## config.mk

```make
export PLATFORM = sky130hd
export DESIGN_NAME = string_quote_escape_unit
export DESIGN_NICKNAME = d
export VERILOG_FILES = /design/src/sqe_pkg.sv /design/src/sqe_classify.sv /design/src/sqe_expand.sv /design/src/sqe_serialize.sv /design/src/string_quote_escape_unit.sv
export SDC_FILE = /design/constraint.sdc
export NUM_CORES = 1
export LEC_CHECK = 0
export BUFFER_PORTS_ARGS = -buffer_cell sky130_fd_sc_hd__buf_2
export CORE_ASPECT_RATIO = 1.4
export CORE_MARGIN = 8
export CORE_UTILIZATION = 66
export DETAILED_ROUTE_END_ITERATION = 16
export GPL_ROUTABILITY_DRIVEN = 0
export PLACE_DENSITY_LB_ADDON = 0.12
export REMOVE_ABC_BUFFERS = 1
export SLEW_MARGIN = 40
export SYNTH_ARGS = -nofsm -noshare
export SYNTH_HDL_FRONTEND = slang
export SYNTH_SLANG_ARGS = --single-unit
export TNS_END_PERCENT = 10
```

## constraint.sdc

```tcl
create_clock -name clock -period 8.1 [get_ports clock]
set_input_delay 1.62 -clock clock [delete_from_list [all_inputs] [get_ports clock]]
set_output_delay 1.62 -clock clock [all_outputs]
set_load 0.05 [all_outputs]
```

## src/sqe_pkg.sv

```systemverilog
// ----------------------------------------------------------------------------
// sqe_pkg
// Types, character codes and helper functions shared by the string quote and
// escape unit.
// ----------------------------------------------------------------------------
package sqe_pkg;

   localparam int unsigned MaxOut = 8;
   localparam int unsigned EscMax = 6;

   localparam logic [7:0] CHR_QUOTE  = 8'd34;
   localparam logic [7:0] CHR_BSLASH = 8'd92;
   localparam logic [7:0] CHR_SPACE  = 8'd32;
   localparam logic [7:0] CHR_DEL    = 8'd127;
   localparam logic [7:0] CHR_ZERO   = 8'd48;
   localparam logic [7:0] CHR_U      = 8'd117;
   localparam logic [7:0] CHR_T      = 8'd116;
   localparam logic [7:0] CHR_B      = 8'd98;
   localparam logic [7:0] CHR_F      = 8'd102;
   localparam logic [7:0] CHR_N      = 8'd110;
   localparam logic [7:0] CHR_R      = 8'd114;

   localparam logic [7:0] CTL_BS  = 8'd8;
   localparam logic [7:0] CTL_TAB = 8'd9;
   localparam logic [7:0] CTL_LF  = 8'd10;
   localparam logic [7:0] CTL_FF  = 8'd12;
   localparam logic [7:0] CTL_CR  = 8'd13;

   typedef enum logic [1:0] {
      ESC_PASS,
      ESC_PAIR,
      ESC_HEX
   } esc_kind_type;

   typedef struct packed {
      logic [7:0] data_byte;
      logic       has_byte;
      logic       first;
      logic       last;
   } req_item_type;

   typedef struct packed {
      logic [7:0] out_byte;
      logic       last_of_run;
   } rsp_item_type;

   // Item after classification.
   typedef struct packed {
      logic [7:0]   data_byte;
      logic         has_byte;
      logic         first;
      logic         last;
      esc_kind_type kind;
      logic [7:0]   letter;
   } cls_item_type;

   // Fully expanded item: up to eight output bytes, byte 0 goes out first.
   typedef struct packed {
      logic [MaxOut-1:0][7:0] bytes;
      logic [3:0]             count;
   } run_item_type;

   // Uppercase hex digit of a nibble.
   function automatic logic [7:0] hex_digit(input logic [3:0] nib);
      logic [7:0] d;
      d = CHR_ZERO + {4'd0, nib};
      if (nib > 4'd9) begin
         d = d + 8'd7;
      end
      return d;
   endfunction

endpackage

```

## src/sqe_classify.sv

```systemverilog
// ----------------------------------------------------------------------------
// sqe_classify
// First pipeline stage: decides how the byte of an item is escaped and picks
// the letter of the short two-byte escapes.
// ----------------------------------------------------------------------------
module sqe_classify (
   input  logic                 clock,
   input  logic                 reset,
   input  logic                 in_valid,
   output logic                 in_stall,
   input  sqe_pkg::req_item_type in_item,
   output logic                 out_valid,
   input  logic                 out_stall,
   output sqe_pkg::cls_item_type out_item
);
   import sqe_pkg::*;

   logic         valid_ff;
   cls_item_type item_ff;
   cls_item_type item_in;
   logic         advance;

   assign advance = !valid_ff || !out_stall;
   assign in_stall = !advance;

   always_comb begin
      item_in.data_byte = in_item.data_byte;
      item_in.has_byte  = in_item.has_byte;
      item_in.first     = in_item.first;
      item_in.last      = in_item.last;
      item_in.letter    = in_item.data_byte;
      item_in.kind      = ESC_PAIR;
      case (in_item.data_byte)
         CTL_TAB:    item_in.letter = CHR_T;
         CTL_BS:     item_in.letter = CHR_B;
         CTL_FF:     item_in.letter = CHR_F;
         CTL_LF:     item_in.letter = CHR_N;
         CTL_CR:     item_in.letter = CHR_R;
         CHR_QUOTE:  item_in.letter = CHR_QUOTE;
         CHR_BSLASH: item_in.letter = CHR_BSLASH;
         default: begin
            if (in_item.data_byte >= CHR_SPACE && in_item.data_byte < CHR_DEL) begin
               item_in.kind = ESC_PASS;
            end else begin
               item_in.kind = ESC_HEX;
            end
         end
      endcase
   end

   always_ff @(posedge clock) begin
      if (reset) begin
         valid_ff <= 1'b0;
      end else if (advance) begin
         valid_ff <= in_valid;
      end
   end

   always_ff @(posedge clock) begin
      if (advance) begin
         item_ff <= item_in;
      end
   end

   assign out_valid = valid_ff;
   assign out_item  = item_ff;

endmodule

```

## src/sqe_expand.sv

```systemverilog
// ----------------------------------------------------------------------------
// sqe_expand
// Second pipeline stage: lays out the quotes and the escaped byte of an item
// as a run of up to eight bytes. Items that make no bytes are dropped here.
// ----------------------------------------------------------------------------
module sqe_expand (
   input  logic                 clock,
   input  logic                 reset,
   input  logic                 in_valid,
   output logic                 in_stall,
   input  sqe_pkg::cls_item_type in_item,
   output logic                 out_valid,
   input  logic                 out_stall,
   output sqe_pkg::run_item_type out_item
);
   import sqe_pkg::*;

   logic                 valid_ff;
   run_item_type         run_ff;
   run_item_type         run_in;
   logic                 advance;
   logic [MaxOut-1:0][7:0] esc;
   logic [2:0]           esc_len;
   logic [3:0]           pos;

   assign advance = !valid_ff || !out_stall;
   assign in_stall = !advance;

   always_comb begin
      esc     = '0;
      esc_len = 3'd1;
      case (in_item.kind)
         ESC_PASS: begin
            esc[0]  = in_item.data_byte;
            esc_len = 3'd1;
         end
         ESC_PAIR: begin
            esc[0]  = CHR_BSLASH;
            esc[1]  = in_item.letter;
            esc_len = 3'd2;
         end
         ESC_HEX: begin
            esc[0]  = CHR_BSLASH;
            esc[1]  = CHR_U;
            esc[2]  = CHR_ZERO;
            esc[3]  = CHR_ZERO;
            esc[4]  = hex_digit(in_item.data_byte[7:4]);
            esc[5]  = hex_digit(in_item.data_byte[3:0]);
            esc_len = 3'd6;
         end
         default: begin
            esc[0]  = in_item.data_byte;
            esc_len = 3'd1;
         end
      endcase
      if (!in_item.has_byte) begin
         esc_len = 3'd0;
      end
   end

   always_comb begin
      run_in.count = {3'd0, in_item.first} + {1'b0, esc_len} + {3'd0, in_item.last};
      run_in.bytes = '0;
      pos = '0;
      for (int k = 0; k < MaxOut; k++) begin
         // Position of this output byte within the escaped byte.
         pos = 4'(k) - {3'd0, in_item.first};
         if (in_item.first && k == 0) begin
            run_in.bytes[k] = CHR_QUOTE;
         end else if (pos < {1'b0, esc_len}) begin
            run_in.bytes[k] = esc[pos[2:0]];
         end else if (in_item.last && 4'(k) == run_in.count - 4'd1) begin
            run_in.bytes[k] = CHR_QUOTE;
         end
      end
   end

   always_ff @(posedge clock) begin
      if (reset) begin
         valid_ff <= 1'b0;
      end else if (advance) begin
         valid_ff <= in_valid && (run_in.count != 4'd0);
      end
   end

   always_ff @(posedge clock) begin
      if (advance) begin
         run_ff <= run_in;
      end
   end

   assign out_valid = valid_ff;
   assign out_item  = run_ff;

endmodule

```

## src/sqe_serialize.sv

```systemverilog
// ----------------------------------------------------------------------------
// sqe_serialize
// Output stage: holds one run of bytes and shifts it out one byte per cycle
// while the receiver does not stall, marking the final byte of the run.
// ----------------------------------------------------------------------------
module sqe_serialize (
   input  logic                 clock,
   input  logic                 reset,
   input  logic                 in_valid,
   output logic                 in_stall,
   input  sqe_pkg::run_item_type in_item,
   output logic                 rsp_valid,
   input  logic                 rsp_stall,
   output sqe_pkg::rsp_item_type rsp_payload
);
   import sqe_pkg::*;

   logic                   valid_ff;
   logic                   valid_in;
   logic [MaxOut-1:0][7:0] bytes_ff;
   logic [MaxOut-1:0][7:0] bytes_in;
   logic [3:0]             cnt_ff;
   logic [3:0]             cnt_in;
   logic                   take;
   logic                   load;

   assign take = valid_ff && !rsp_stall;
   // A new run loads once the current one has sent its final byte.
   assign load = !valid_ff || (take && cnt_ff == 4'd1);
   assign in_stall = !load;

   always_comb begin
      valid_in = valid_ff;
      bytes_in = bytes_ff;
      cnt_in   = cnt_ff;
      if (load) begin
         valid_in = in_valid;
         bytes_in = in_item.bytes;
         cnt_in   = in_item.count;
      end else if (take) begin
         bytes_in = {8'd0, bytes_ff[MaxOut-1:1]};
         cnt_in   = cnt_ff - 4'd1;
      end
   end

   always_ff @(posedge clock) begin
      if (reset) begin
         valid_ff <= 1'b0;
         cnt_ff   <= '0;
      end else begin
         valid_ff <= valid_in;
         cnt_ff   <= cnt_in;
      end
   end

   always_ff @(posedge clock) begin
      bytes_ff <= bytes_in;
   end

   assign rsp_valid               = valid_ff;
   assign rsp_payload.out_byte    = bytes_ff[0];
   assign rsp_payload.last_of_run = (cnt_ff == 4'd1);

`ifndef SYNTH
   a_count_nonzero: assert property (@(posedge clock) disable iff (reset)
      valid_ff |-> (cnt_ff != 4'd0 && cnt_ff <= 4'(MaxOut)))
      else $error("held run has an impossible byte count");

   a_count_steps: assert property (@(posedge clock) disable iff (reset)
      (take && cnt_ff > 4'd1) |=> (valid_ff && cnt_ff == $past(cnt_ff) - 4'd1))
      else $error("run count did not step down after a byte was taken");

   a_load_takes: assert property (@(posedge clock) disable iff (reset)
      (load && in_valid) |=> (valid_ff && cnt_ff == $past(in_item.count)))
      else $error("accepted run was not loaded");

   a_hold_on_stall: assert property (@(posedge clock) disable iff (reset)
      (valid_ff && rsp_stall) |=> (valid_ff && $stable(cnt_ff)))
      else $error("run count moved while the output was stalled");
`endif

endmodule

```

## src/string_quote_escape_unit.sv

```systemverilog
// An item's first result byte reaches the output after passing the classify,
// expand and serializer registers.
// Throughput: one result byte per cycle while the receiver does not stall; the single
// output byte serializer loads a new run only once the current one has sent its
// final byte, stalling the input meanwhile. Items that make no result byte are dropped.
// Reset is synchronous and active high, and empties all three stages.
// ----------------------------------------------------------------------------
// string_quote_escape_unit
// Turns a stream of string bytes into quoted, escaped text: classify stage,
// expand stage and output serializer.
// ----------------------------------------------------------------------------
module string_quote_escape_unit (
   input  logic                 clock,
   input  logic                 reset,
   input  logic                 req_valid,
   output logic                 req_stall,
   input  sqe_pkg::req_item_type req_payload,
   output logic                 rsp_valid,
   input  logic                 rsp_stall,
   output sqe_pkg::rsp_item_type rsp_payload
);
   import sqe_pkg::*;

   logic         cls_valid;
   logic         cls_stall;
   cls_item_type cls_item;
   logic         run_valid;
   logic         run_stall;
   run_item_type run_item;

   sqe_classify u_classify (
      .clock     (clock),
      .reset     (reset),
      .in_valid  (req_valid),
      .in_stall  (req_stall),
      .in_item   (req_payload),
      .out_valid (cls_valid),
      .out_stall (cls_stall),
      .out_item  (cls_item)
   );

   sqe_expand u_expand (
      .clock     (clock),
      .reset     (reset),
      .in_valid  (cls_valid),
      .in_stall  (cls_stall),
      .in_item   (cls_item),
      .out_valid (run_valid),
      .out_stall (run_stall),
      .out_item  (run_item)
   );

   sqe_serialize u_serialize (
      .clock       (clock),
      .reset       (reset),
      .in_valid    (run_valid),
      .in_stall    (run_stall),
      .in_item     (run_item),
      .rsp_valid   (rsp_valid),
      .rsp_stall   (rsp_stall),
      .rsp_payload (rsp_payload)
   );

endmodule

```

# Word level (Yosys, flattened, before mapping)
# Cells that the tools add are included.
# Widths: inputs -> output; s select.
dict set report word_totals {
  wordCells 150
  regBits 160
  out_inout_bits 11
}
dict set report op_classes {
  muxes 45
  n_reduce_logical 25
  add_sub_neg 16
  order_cmp 20
  n_eq_ne 17
}
# operator n
set op_table {}
lappend op_table {{$bmux 8 s3} 8}
lappend op_table {{$mux 8} 19}
lappend op_table {{$mux 64} 2}
lappend op_table {{$pmux 8 s7} 1}
lappend op_table {{$mux 6} 8}
lappend op_table {{$eq 8x4->1 const B} 5}
lappend op_table {{$lt 3x4->1 const B} 8}
lappend op_table {{$lt 4x3->1} 8}
lappend op_table {{$mux 32} 1}
lappend op_table {{$add 8x3->8 const B} 2}
lappend op_table {{$eq 3x4->1 const A} 4}
lappend op_table {{$pmux 8 s2} 1}
lappend op_table {{$sub 3x1->4 const A} 4}
lappend op_table {{$add 6x4->7 const A} 2}
lappend op_table {{$logic_and 1x1->1} 12}
lappend op_table {{$eq 2x4->1 const A} 2}
lappend op_table {{$eq 8x6->1 const B} 1}
lappend op_table {{$eq 8x7->1 const B} 1}
lappend op_table {{$ge 8x6->1 const B} 1}
lappend op_table {{$gt 4x4->1 const B} 2}
lappend op_table {{$lt 8x7->1 const B} 1}
lappend op_table {{$mux 4} 2}
lappend op_table {{$sub 4x1->4 const B} 2}
lappend op_table {{$reduce_or 7->1} 1}
lappend op_table {{other kinds (17)} 25}

# Logic depth before layout (Yosys ltp)
dict set report logic_depth {
  word_depth 10
  mapped_depth 11
}

# Hierarchy
# A second synthesis with hierarchy kept.
dict set report unflattened {
  cells_unflattened 634
  area_unflattened_um2 7011.7
}
# module seq_area_each_um2 area_each_um2 instances cells_each
set modules_own_cells {}
lappend modules_own_cells {sqe_serialize 2021.9 3119.2 1 306}
lappend modules_own_cells {sqe_expand 1641.6 2891.5 1 259}
lappend modules_own_cells {sqe_classify 650.6 1001.0 1 69}

# Worst setup path after synthesis
# OpenSTA, ideal clock, no wires.
dict set report synth_path {
  path_kind {input -> output}
  startpoint {in rsp_stall}
  endpoint {out req_stall}
  path_stages 4
  required_ns 6.480
  path_slack_ns 3.282
  t_arrival_ns 3.198
  path_buffers 1
  cell_sequence {o21a_1 > clkbuf_1 > nand3_1 > inv_1}
}
dict set report synth_via {
  elab_chain_len 7
}
# item line
set synth_rtl {}
lappend synth_rtl {{start: declaration} string_quote_escape_unit.sv:19} ;# input logic rsp_stall,
lappend synth_rtl {{$logic_not 1->1} sqe_serialize.sv:27} ;# assign take = valid_ff && !rsp_stall;
lappend synth_rtl {{$logic_and 1x1->1} sqe_serialize.sv:27}
lappend synth_rtl {{$logic_and 1x1->1} sqe_serialize.sv:29} ;# assign load = !valid_ff || (take && cnt_ff == 4'd1);
lappend synth_rtl {{$logic_or 1x1->1} sqe_serialize.sv:29}
lappend synth_rtl {{$logic_or 1x1->1} sqe_expand.sv:26} ;# assign advance = !valid_ff || !out_stall;
lappend synth_rtl {{$logic_or 1x1->1} sqe_classify.sv:23} ;# assign advance = !valid_ff || !out_stall;
lappend synth_rtl {{$logic_not 1->1} sqe_classify.sv:24} ;# assign in_stall = !advance;
lappend synth_rtl {{end: declaration} string_quote_escape_unit.sv:16} ;# output logic req_stall,
# Every way passes these cells.

# Final worst setup path
# Ends and elaborated chain as after synthesis.

==> out/metrics.yaml <==
status: "finished clean"
min_path_type: "reg -> reg"
grt_pass1_wl_mm: 19.4
drc_errors: 0
required_ns: 6.48
post_cts_buffers: 0
initial_core_util: 0.668
cap_violations: 0
numPortBuffers: 25
cts_tree: "done"
ys_ff_latch: 137
vias_per_cell: 5.96
fin_crit_ns: 4.92
clk_latency_ns: 0.41
antenna_left: 0
crit_type: "in -> out"
cp-end-kind: "primary output"
clockBufferDepth: 2
yosysWarnings: 0
yosysMostFrequentCell: "nand2_1"
clockRootBuffer: "clkbuf_16"
clock_skew_ns: 0.00711
synth.largest_area_cell: "edfxtp_1"
num_rows: 42
worst_ep_arrival_time_ns: 3.30
ys_async_sr_fraction: 0
layout-drive-gt1-share: 0.133
ir_drop_mv: 0.190
dp_hpwl_mm: 7.82
core_area_um2: 9350
drt_iter0_markers: 264
syn_inst: 557
period_share: 0.608
synthesis.area_um2: 6250
die_area_um2: 12900
rsz0062_at_grt: "false"
cts_resized: 0
design.final.nets: 603
fp.dieH_um: 131
overflow: 0
synth_cell_types: 58
worstPathMaxFanout: 50
pin_count: 26
finalHoldViolations: 0
track_usage: 0.193
cts_sinks: 137
wire_per_inst_um: 16.9
synthDominantCellAreaShare: 0.625
path_clk_slew_ns: 0.05
cts_buffers: 17
grt_antenna_before_repair: 0
htreeDepth: 4
grt_pass1_vias: 4070
synth_flop_cell: "edfxtp_1"
tns_ns: 0
startpoint_type: "input pin"
routed-via-count: 4150
first_pass_iters: 5
power_per_cell_area_nw_per_um2: 255
synth_top_cells_by_area: "edfxtp_1 (62%), nand2_1 (9.6%), ha_1 (2.6%), dfxtp_1 (2.2%), nor2_1 (2.0%)"
die_w_um: 98.2
wl_mm: 11.8
synth-seq-area-share: 0.647
fmax_mhz: 203
n_antenna_cell: 0
fin_hold_ws_ns: 0.509
synthTopCellsByCount: "nand2_1 (159), edfxtp_1 (130), nor2_1 (33)"
fin_total_pwr_w: 0.00177
syn2layout_area_growth_pct: 11.4
ctsHoldBuffers: 0
maxSlewViolCount: 0
avgSynthCellArea_um2: 11.2
report.final.setup_viol: 0
p_leak_nw: 2.98
worstMarginPinSlew_ns: 0.749
slew_headroom: 0.500
synth_edf_count: 130
grt_max_degree: 56
[worst max-delay path, cell delays in order]
cell and delay (ns):
buf_2 0.16, o21a_1 0.14, buf_4 0.43, nand3_2 0.52
inv_1 0.15, buf_2 0.28
[layer usage]
layer  GRT usage  wire length, um  vias up
li1            -                -     1976
met5           0                0        -
met1       0.224             4830     1985
met2       0.314             5970      152
met4       0.113              373        0
met3      0.0523              597       37
[metrics by stage]
stage / instance area, um^2 / utilization / setup slack (ns) / instances
2_1_floorplan: 6050 / - / 2.62 / 523
3_3_place_gp: 6360 / 0.680 / 2.91 / 662
3_5_place_dp: 6390 / 0.683 / 3.17 / 664
4_1_cts: 6950 / 0.743 / 3.13 / 695
5_1_grt: 6960 / 0.744 / 3.01 / 696
6_report: 6960 / 0.744 / 3.18 / 696
[area by class of cell]
type / instances / area (um^2)
Timing Repair Buffer: 32 / 190
Tap cell: 110 / 138
Multi-Input combinational cell: 364 / 1940
Fill cell: 621 / 2400
Sequential cell: 137 / 4040
Clock buffer: 19 / 433
Clock inverter: 12 / 126
Inverter: 22 / 87.6
[power breakdown]
part	internal (W)	leakage [nW]	switching [W]
registers	0.000848	1.56	0.0000250
clock network	0.000448	0.263	0.000274
logic	0.0000563	1.17	0.000122
total	0.00135	2.98	0.000421
[worst paths after layout]
path / start / endpoint / slack [ns] / depth (start not counted)
hold / removal: u_serialize.bytes_ff[33] / u_serialize.bytes_ff[25] / 0.51 / 2
setup reg to reg: u_classify.out_item[8] / u_expand.out_item[53] / 4.49 / 10
hold reg to reg: u_serialize.bytes_ff[33] / u_serialize.bytes_ff[25] / 0.51 / 2
setup / recovery: rsp_stall / req_stall / 3.18 / 6
[sequential cells by signal (all words and copies together) (netlist names)]
name                     cells
u_expand.out_valid           1
u_classify.out_item         21
u_expand.out_item           54
u_serialize.rsp_valid        1
u_serialize.cnt_ff           4
u_serialize.rsp_payload      8
u_classify.out_valid         1
u_serialize.bytes_ff        47
[cells in the final DEF, fill, tap and decap left out, types with 7 or more instances in the layout]
cell | netlist | layout
a21oi_1 | 23 | 23
a31oi_1 | 8 | 8
clkbuf_16 | 0 | 17
nor3_1 | 8 | 8
nand3_1 | 12 | 11
buf_2 | 5 | 26
dfxtp_1 | 7 | 7
nor2_1 | 33 | 33
nand2_1 | 159 | 157
nand2b_1 | 9 | 9
and2_1 | 16 | 16
o21ai_0 | 11 | 11
inv_1 | 21 | 21
ha_1 | 13 | 13
edfxtp_1 | 130 | 130
[kinds of logic (layout without fill, tap and decap cells)]
logic type | after synthesis | count (layout) | synth area share
AOI/OAI and AO/OA | 79 | 79 | 0.0825
xor gates and xnor gates | 3 | 3 | 0.00421
adders and majority gates | 14 | 14 | 0.0292
buffers and inverters | 56 | 85 | 0.0453
DFF | 137 | 137 | 0.647
muxes | 3 | 3 | 0.00501
other | 1 | 1 | 0.000600
and+or+nand+nor | 264 | 264 | 0.186
Power figures use the tool's default switching activity.
